**config.mk**
```make
export PLATFORM = sky130hd
export DESIGN_NAME = prc_decode
export DESIGN_NICKNAME = d
export VERILOG_FILES = /design/src/sv/prc_pkg.sv /design/src/sv/prc_decode.sv
export SDC_FILE = /design/constraint.sdc
export NUM_CORES = 1
export LEC_CHECK = 0
export ABC_AREA = 1
export BUFFER_PORTS_ARGS = -buffer_cell sky130_fd_sc_hd__buf_2
export CORE_MARGIN = 10
export CORE_UTILIZATION = 30
export DETAILED_ROUTE_END_ITERATION = 10
export GPL_ROUTABILITY_DRIVEN = 0
export PLACE_DENSITY = 0.53
export SYNTH_ARGS = -nofsm -noshare
export SYNTH_HDL_FRONTEND = slang
export SYNTH_SLANG_ARGS = --single-unit
```
**constraint.sdc**
```tcl
create_clock -name vclk -period 4.7
set_input_delay 0.94 -clock vclk [all_inputs]
set_output_delay 0.94 -clock vclk [all_outputs]
set_load 0.01 [all_outputs]
```
**src/sv/prc_pkg.sv**
```systemverilog
`default_nettype none
package prc_pkg;

	localparam int HalfDepth = 1024;
	localparam int HalfAw    = $clog2(HalfDepth);
	localparam int AddrW     = HalfAw + 1;
	localparam int ByteW     = 8;
	localparam int ClrCntW   = HalfAw + 1;
	localparam int IndexW    = 6;
	localparam int LevelW    = 8;
	localparam int FieldW    = 3;
	localparam int InDataW   = 24;
	localparam int OutDataW  = 32;

	localparam logic [IndexW-1:0] PlayfieldBase = IndexW'(4);
	localparam logic [IndexW-1:0] MotionBase    = IndexW'(20);

	typedef struct packed {
		logic              hit;
		logic [IndexW-1:0] palette_index;
		logic [LevelW-1:0] red;
		logic [LevelW-1:0] green;
		logic [LevelW-1:0] blue;
	} prc_result_t;

	function automatic logic [LevelW-1:0] scale_level(
		input logic [FieldW-1:0] field,
		input logic [FieldW-1:0] intensity
	);
		logic [2*FieldW-1:0] prod;
		prod = (2*FieldW)'(field) * (2*FieldW)'(intensity);
		return LevelW'({prod, 2'b00}) + LevelW'(prod);
	endfunction

endpackage
`default_nettype wire

```
**src/sv/prc_decode.sv**
```systemverilog
`default_nettype none
module prc_decode
	import prc_pkg::*;
(
	input  wire logic [HalfAw-1:0] low_addr,
	input  wire logic [ByteW-1:0]  lo_byte,
	input  wire logic [ByteW-1:0]  hi_byte,
	output prc_result_t            result
);

	logic [FieldW-1:0] intensity;
	logic [FieldW-1:0] red_field;
	logic [FieldW-1:0] green_field;
	logic [FieldW-1:0] blue_field;

	assign intensity   = hi_byte[3:1];
	assign red_field   = {hi_byte[0], lo_byte[7:6]};
	assign green_field = lo_byte[5:3];
	assign blue_field  = lo_byte[2:0];

	always_comb begin
		result.hit           = 1'b1;
		result.palette_index = '0;
		if (low_addr[9:4] == '0) begin
			result.palette_index = PlayfieldBase + IndexW'(low_addr[3:0]);
		end else if (low_addr[9:8] == '0 && low_addr[3:0] == '0) begin
			result.palette_index = MotionBase + IndexW'(low_addr[7:4]);
		end else if (low_addr[7:0] == '0) begin
			result.palette_index = IndexW'(low_addr[9:8]);
		end else begin
			result.hit = 1'b0;
		end
		result.red   = scale_level(red_field, intensity);
		result.green = scale_level(green_field, intensity);
		result.blue  = scale_level(blue_field, intensity);
	end

endmodule
`default_nettype wire

```
==> results of run 1 <==
worst max path at each step:
stage | startpoint | end | slack, ps | cells past startpoint
floorplan | hi_byte[3] | result[23] | 250 | 15
global placement | hi_byte[3] | result[15] | 130 | 16
detailed placement | hi_byte[3] | result[15] | 140 | 16
CTS | hi_byte[3] | result[15] | 130 | 16
global route | hi_byte[3] | result[15] | -20 | 16
finish | hi_byte[3] | result[23] | 190 | 16
cells in the final DEF (no fill, tap or decap):
cell type | synthesis | final
a21oi_1 | 2 | 2
and3_1 | 1 | 1
buf_2 | 0 | 53
buf_4 | 0 | 3
fa_1 | 9 | 9
ha_1 | 31 | 31
inv_1 | 53 | 53
inv_2 | 2 | 2
nand2_1 | 70 | 70
nand2_2 | 1 | 1
nand3_1 | 15 | 15
nor2_1 | 9 | 9
nor2_4 | 1 | 1
nor3b_4 | 1 | 1
o21ai_0 | 3 | 3
o21ai_2 | 1 | 1
or2_2 | 1 | 1
xnor2_1 | 3 | 3
xnor2_2 | 2 | 2
xor2_1 | 6 | 6
xor2_2 | 1 | 1
layout make-up:
cell class / instances / area, um^2 / share of cell area [%]
well taps: 52 / 65.06 / 3.807
inverters: 55 / 206.4 / 12.08
repair buffers: 56 / 287.8 / 16.84
multi-input cells: 157 / 1150 / 67.28
kinds of logic (layout without fill, tap and decap cells):
logic type | Yosys count | in the layout | synth area share, %
AO/OA/AOI/OAI | 6 | 6 | 2.470
XOR/XNOR | 12 | 12 | 9.333
adder cells (fa/ha/maj) | 40 | 40 | 41.54
buffers and inverters | 58 | 111 | 15.92
AND/OR/NAND/NOR | 99 | 99 | 30.74
per-stage QoR:
step	area, um^2	TNS, ps	power, mW	hold WS [ps]	cells
after floorplan	1368	0	0.1760	1979	215
after global placement	1694	0	0.2639	2186	318
final	1709	0	0.2606	2188	320
after global routing	1709	-16.50	0.2978	2218	320
after detailed placement	1694	0	0.2640	2190	318
after CTS	1694	0	0.2657	2191	318
layer usage:
layer / global-route usage, % / up-vias / wire length [um]
met5: 0 / - / 0
met4: 0 / 0 / 0
met3: 1.873 / 0 / 293
met2: 13.76 / 33 / 1411
met1: 8.897 / 564 / 1359
li1: - / 748 / -
what timing repair did:
item / 4_1_cts / 5_1_grt
hold endpoints to repair: 0 / 0
hold buffers: 0 / 0
endpoints found under the setup margin: 0 / 2
setup buffers: 0 / 2
power by group:
part	internal [mW]	total (mW)	leakage, nW	switching (mW)
clock	0	0	0	0
sequential	0	0	0	0
combinational	0.115	0.261	1.20	0.145
==> impl_metrics.tcl, run 1 <==
set metrics [dict create \
    hold_viol 0 \
    drc 0 \
    dp_slack_ps 139.5 \
    synth_cell_types 20 \
    area_growth_pct 24.98 \
    slew_viol_final 0 \
    vias 1345 \
    yosys.area.top_type_share_pct 28.36 \
    synthCells 215 \
    fin_crit_ps 4508 \
    yosys-top-cells-area "ha_1 28%, nand2_1 19%, inv_1 15%" \
    synth_fp_nets 281 \
    worst_slew_pin_slew_ps 220.7 \
    dr.first_iter.drc_count 21 \
    io_pins 57 \
    antenna_found_initial 0 \
    cp-start-kind "input pin" \
    critical_path_class "input pin to primary output" \
    rows 24 \
    holdPathEnd "result[24]" \
    hold_class "input pin to primary output" \
    avgViaCountPerCell 4.203 \
    leakagePower_nw 1.203 \
    required_ps 3760 \
    dr.pass1.iters 4 \
    synth_common_cells "70 x nand2_1, 53 x inv_1, 31 x ha_1" \
    outcome "finished clean" \
    yosysMostFrequentCell "nand2_1" \
    crit_path_frequent_cell "nand2_1" \
    maxSlewHeadroom_pct 85.27 \
    p_per_area_nw_per_um2 152.5 \
    seqCellArea_um2 0 \
    grt_max_degree 10 \
    dieWidth_um 87.52 \
    grt_pass1_vias 1223 \
    irDropWorstVdd_v 0.00008325 \
    grt_pass1_wl_um 5092 \
    rsz0062_at_grt "true" \
    path_cells "buf_2 -> nand2_1 -> fa_1 -> inv_1 -> ha_1 -> inv_1 -> fa_1 -> xnor2_2 -> ha_1 -> or2_2 -> nand3_1 -> nand2_1 -> nand2_1 -> nand2_1 -> nand2_1 -> buf_2" \
    whs_path_depth 4 \
    syn-cell-area_um2 1368 \
    drive_gt1_share_pct 24.63 \
    worstPathBufferInverterCount 4 \
    synth_area_per_cell_um2 6.361 \
    finalSetupViolCount 0 \
    fmax_mhz 221.8 \
    critPathMaxFanout 9 \
    design.die.area_um2 7659 \
    insertedDiodeCount 0 \
    grt_remaining_overflow 0 \
    min-delay-start "low_addr[4]" \
    final_net_count 336 \
    critPathArrivalTime_ps 3570 \
    fillers 495 \
    ys.warnings.count 0 \
    cpPeakStageDelay_ps 470 \
    yosysSeqAreaShare_pct 0 \
    cts.repair.resized 0 \
    fin_crit_sh_pct 95.92 \
    cap_violations 0 \
    fin_util_pct 38.98 \
    clock_buffers 0 \
    placeableCoreArea_um2 4384 \
    cpMaxStageDelayCell "fa_1" \
    synth_top_cell_by_area "ha_1" \
    die_y_um 87.52 \
    layout_setup_ws_ps 191.7 \
    wirelength_um 3065 \
    floorplan.initialDensity_pct 31.19 \
    io_buffers 53 \
    grt_usage_pct 7.451 \
    routedWlPerCell_um 9.578 \
    crit_family "adder cells" \
    worstSetupEndpointType "primary output" \
    post-dp-hpwl_um 2889 \
    seq_cell_count 0 \
    ant_nets 0 \
]
No activity file was read; power rests on OpenSTA's default activity.
==> inputs of run 2 (changes only) <==
ABC_AREA = not set   (was 1)
PLACE_DENSITY = 0.57   (was 0.53)
==> run 2 against run 1 <==
Effect of this change: die area decreased by 5.2%; sequential share of layout area unchanged; synthesized cell count decreased by 25%; critical path type unchanged; critical endpoint is now result[15]; highest routed layer unchanged.
==> impl_metrics.tcl, run 2 <==
set metrics [dict create \
    synth_fp_nets 227 \
    clock_buffers 0 \
    drive_gt1_share_pct 32.09 \
    switching_power_mw 0.1418 \
    hold_viol 0 \
    grt_remaining_overflow 0 \
    yosysMostFrequentCell "ha_1" \
    cp-start-kind "input pin" \
    design.die.area_um2 7257 \
    slew_viol_final 0 \
    p_int_mw 0.1304 \
    finalSetupViolCount 0 \
    critPathArrivalTime_ps 3620 \
    seqCellArea_um2 0 \
    critical_path_class "input pin to primary output" \
    final_common_cell "buf_2" \
    critPathMaxFanout 6 \
    placeableCoreArea_um2 4058 \
    required_ps 3760 \
    final_cell_mix "50 x buf_2, 29 x ha_1, 27 x inv_1" \
    synth-compound-area-share_pct 15.01 \
    worstSetupEndpointType "primary output" \
    finalSetupTns_ps 0 \
    dieWidth_um 85.19 \
    synth_xor_area_share_pct 10.30 \
    insertedDiodeCount 0 \
    synth_common_cells "31 x ha_1, 27 x inv_1, 18 x and2_1" \
    synth_top_cell_by_area "ha_1" \
    min-delay-start "low_addr[8]" \
    rsz0062_at_grt "false" \
    post-dp-hpwl_um 2685 \
    final_cell_count_no_fill 265 \
    yosys.area.top_type_share_pct 30.42 \
    met1_length_um 1205 \
    outcome "finished clean" \
    grt_usage_pct 7.360 \
    drc 0 \
    floorplan.initialDensity_pct 31.42 \
    dp.cells 264 \
    rows 23 \
    grt_max_degree 12 \
    worst_slew_pin_slew_ps 544.1 \
    maxSlewHeadroom_pct 63.57 \
    vias 1209 \
    hold_buffers 0 \
    yosysSeqAreaShare_pct 0 \
    fillers 435 \
    cap_violations 0 \
    power_frac_clock_pct 0 \
    antenna_found_initial 0 \
    fin_crit_sh_pct 96.95 \
    whs_path_depth 4 \
    avgViaCountPerCell 4.562 \
    seq_cell_count 0 \
    area_growth_pct 29.54 \
    synth_area_per_cell_um2 7.919 \
    hold_class "input pin to primary output" \
    p_per_area_nw_per_um2 164.8 \
    startpoint "hi_byte[3]" \
    combPwrFrac_pct 100.0 \
    wl_met2_um 1496 \
    final_net_count 283 \
    swShare_pct 52.10 \
    yosys-top-cells-area "ha_1 30%, fa_1 14%, and2_1 8.8%" \
    io_pins 57 \
    dr.first_iter.drc_count 31 \
    io_buffers 53 \
    synthCells 161 \
    grt_pass1_wl_um 4988 \
    highest_layer "met3" \
    ys.warnings.count 0 \
    synthAdderAreaFrac_pct 44.55 \
    ant_nets 0 \
    fin_crit_ps 4557 \
    routedWlPerCell_um 10.89 \
    multi_input_area_um2 1192 \
    irDropWorstVdd_v 0.00005106 \
    holdPathEnd "result[24]" \
    met3WireLength_um 185 \
    synth_cell_types 27 \
    wirelength_um 2887 \
    syn-cell-area_um2 1275 \
    dr.pass1.iters 4 \
    fmax_mhz 219.5 \
    grt_pass1_vias 1239 \
    die_y_um 85.19 \
    synth_top_family_by_area "adder cells" \
    yosys.area_share.simple_pct 21.00 \
    leakagePower_nw 0.9816 \
    synth_mux_area_share_pct 0 \
    pwr-share-seq_pct 0 \
]
-- run 2: how the worst max path moves through the flow --
stage | endpoint | slack [ps] | cells past startpoint
5_1_grt | result[15] | 4 | 12
4_1_cts | result[15] | 90 | 12
2_1_floorplan | result[15] | 480 | 10
3_3_place_gp | result[15] | 90 | 12
3_5_place_dp | result[15] | 100 | 12
6_report | result[15] | 140 | 12
-- run 2: layer usage --
metal	vias up	global-route usage, %
met5	-	0
met2	20	14.71
met4	0	0
met1	549	7.998
li1	640	-
met3	0	1.625
-- run 2: cell type report --
cell class / count / area share [%]
multi-input combinational: 132 / 72.20
timing repair buffer: 56 / 17.88
inverter: 27 / 6.136
tap: 50 / 3.788
-- run 2: power by group through the flow --
stage | sequential (mW) | combinational (mW) | clock (mW)
floorplan | 0 | 0.180 | 0
finish | 0 | 0.272 | 0
global placement | 0 | 0.267 | 0
detailed placement | 0 | 0.269 | 0
CTS | 0 | 0.269 | 0
global route | 0 | 0.313 | 0
-- run 2: kinds of logic after synthesis --
logic type	count (synthesis)
adders and majority gates	40
buffers and inverters	29
and+or+nand+nor	48
xor gates and xnor gates	15
AOI/OAI and AO/OA	29
-- run 2: critical path, cell delays in order --
cell	delay, ps
clkbuf_4	140
nand2_1	80
fa_1	530
inv_1	40
ha_1	220
fa_2	590
ha_1	240
a211o_1	310
o211a_1	140
o21ai_2	120
xnor2_1	120
buf_2	150
-- run 2: stage by stage --
stage / hold slack, ps / instance area, um^2 / utilization, % / worst slack, ps / power, mW
final: 2205 / 1652 / 40.70 / 143.3 / 0.2722
after floorplan: 2037 / 1275 / - / 476.7 / 0.1800
after detailed placement: 2205 / 1603 / 39.50 / 102.5 / 0.2686
after global routing: 2222 / 1652 / 40.70 / 4.233 / 0.3126
after CTS: 2205 / 1603 / 39.50 / 94.49 / 0.2693
after global placement: 2210 / 1603 / 39.50 / 92.70 / 0.2668
-- run 2: repair_timing --
action | in CTS | in global routing
endpoints found under the setup margin | 0 | 6
hold endpoints to repair | 0 | 0
gates resized for setup | 0 | 12
buffers inserted | 0 | 1
==> inputs of run 3 (changes only) <==
ABC_AREA = 1   (was not set)
PLACE_DENSITY = 0.56   (was 0.57)
==> run 3 against run 2 <==
Effect of this change: combinational power fell by 3%; critical path type unchanged; routed wire length rose by 4.9%; setup slack improved by 33 ps; global-route usage rose by 0.33 points.
==> impl_metrics.tcl, run 3 (synthesized netlist as in run 1, its figures left out) <==
set metrics [dict create \
    outcome "finished clean" \
    design.die.area_um2 7659 \
    slew_viol_final 0 \
    cpMaxStageDelayCell "fa_1" \
    drc 0 \
    crit_path_frequent_cell "nand2_1" \
    critical_path_class "input pin to primary output" \
    final_cell_mix "70 x nand2_1, 53 x inv_1, 53 x buf_2" \
    io_pins 57 \
    avgViaCountPerCell 4.188 \
    insertedDiodeCount 0 \
    fmax_mhz 221.1 \
    placeableCoreArea_um2 4384 \
    final_net_count 336 \
    path_cells "buf_2 -> nand2_1 -> fa_1 -> inv_1 -> ha_1 -> inv_1 -> fa_1 -> xnor2_2 -> ha_1 -> or2_2 -> nand3_1 -> nand2_1 -> nand2_1 -> nand2_1 -> nand2_1 -> buf_2" \
    hold_buffers 0 \
    vias 1340 \
    cap_violations 0 \
    floorplan.initialDensity_pct 31.19 \
    cp-start-kind "input pin" \
    clock_buffers 0 \
    required_ps 3760 \
    wl_met2_um 1457 \
    fin_crit_ps 4524 \
    io_buffers 53 \
    highest_layer "met3" \
    hold_slack_ps 2185 \
    rsz0062_at_grt "false" \
    finalSetupTns_ps 0 \
    worstSetupEndpointType "primary output" \
    startpoint "hi_byte[3]" \
    antenna_found_initial 0 \
    leakagePower_nw 1.204 \
    seqCellArea_um2 0 \
    dp.cells 319 \
    whs_path_depth 4 \
    met3WireLength_um 200 \
    ant_nets 0 \
    met1_length_um 1371 \
    grt_usage_pct 7.688 \
    critPathMaxFanout 9 \
    grt_max_degree 10 \
    hold_viol 0 \
    irDropWorstVdd_v 0.00009636 \
    grt_remaining_overflow 0 \
    final_common_cell "nand2_1" \
    cpPeakStageDelay_ps 470 \
    fillers 495 \
    dr.pass1.iters 4 \
    multi_input_area_um2 1162 \
    hold_class "input pin to primary output" \
    placed_cell_area_um2 1702 \
    drive_gt1_share_pct 25.00 \
    dr.first_iter.drc_count 13 \
    routedWlPerCell_um 9.466 \
    crit_family "adder cells" \
    seq_cell_count 0 \
    grt_pass1_vias 1308 \
    endpoint "result[23]" \
    design_area_um2 1722 \
    critPathArrivalTime_ps 3580 \
    final_cell_count_no_fill 320 \
    die_y_um 87.52 \
    wirelength_um 3029 \
    area_growth_pct 25.89 \
    grt_pass1_wl_um 5299 \
    crit_cells 16 \
    min-delay-start "low_addr[4]" \
    p_per_area_nw_per_um2 154.0 \
    maxSlewHeadroom_pct 84.30 \
    rows 24 \
    worstPathBufferInverterCount 4 \
    worst_slew_pin_slew_ps 235.2 \
    post-dp-hpwl_um 2880 \
    fin_crit_sh_pct 96.25 \
    finalSetupViolCount 0 \
    dieWidth_um 87.52 \
]
[run 3: worst min path at each step]
stage | to | slack [ps]
6_report | result[24] | 2190
5_1_grt | result[24] | 2200
4_1_cts | result[24] | 2190
3_5_place_dp | result[24] | 2190
3_3_place_gp | result[24] | 2180
2_1_floorplan | result[16] | 1980
[run 3: where the power goes]
| group | switching, mW | internal (mW) |
|---|---|---|
| Combinational | 0.147 | 0.118 |
| Sequential | 0 | 0 |
| Clock | 0 | 0 |
[run 3: layout make-up]
cell class | count | area share, %
Timing Repair Buffer | 56 | 16.72
Tap cell | 52 | 3.779
Multi-Input combinational cell | 157 | 67.51
Inverter | 55 | 11.99
[run 3: stage by stage]
| step | setup WS [ps] | utilization (%) | total power, mW |
|---|---|---|---|
| global route | 3.553 | 39.27 | 0.3056 |
| floorplan | 251.4 | - | 0.1760 |
| CTS | 107.1 | 38.81 | 0.2674 |
| global placement | 134.5 | 38.81 | 0.2644 |
| finish | 176.2 | 39.27 | 0.2652 |
| detailed placement | 113.6 | 38.81 | 0.2662 |
[run 3: what timing repair did]
item / 4_1_cts / 5_1_grt
gates resized for setup: 0 / 1
setup buffers: 0 / 1
hold endpoints to repair: 0 / 0
setup endpoints to repair: 0 / 1
[run 3: layer usage]
layer / vias up / track usage [%]
li1: 748 / -
met3: 0 / 1.404
met5: - / 0
met4: 0 / 0
met1: 566 / 9.572
met2: 26 / 14.09
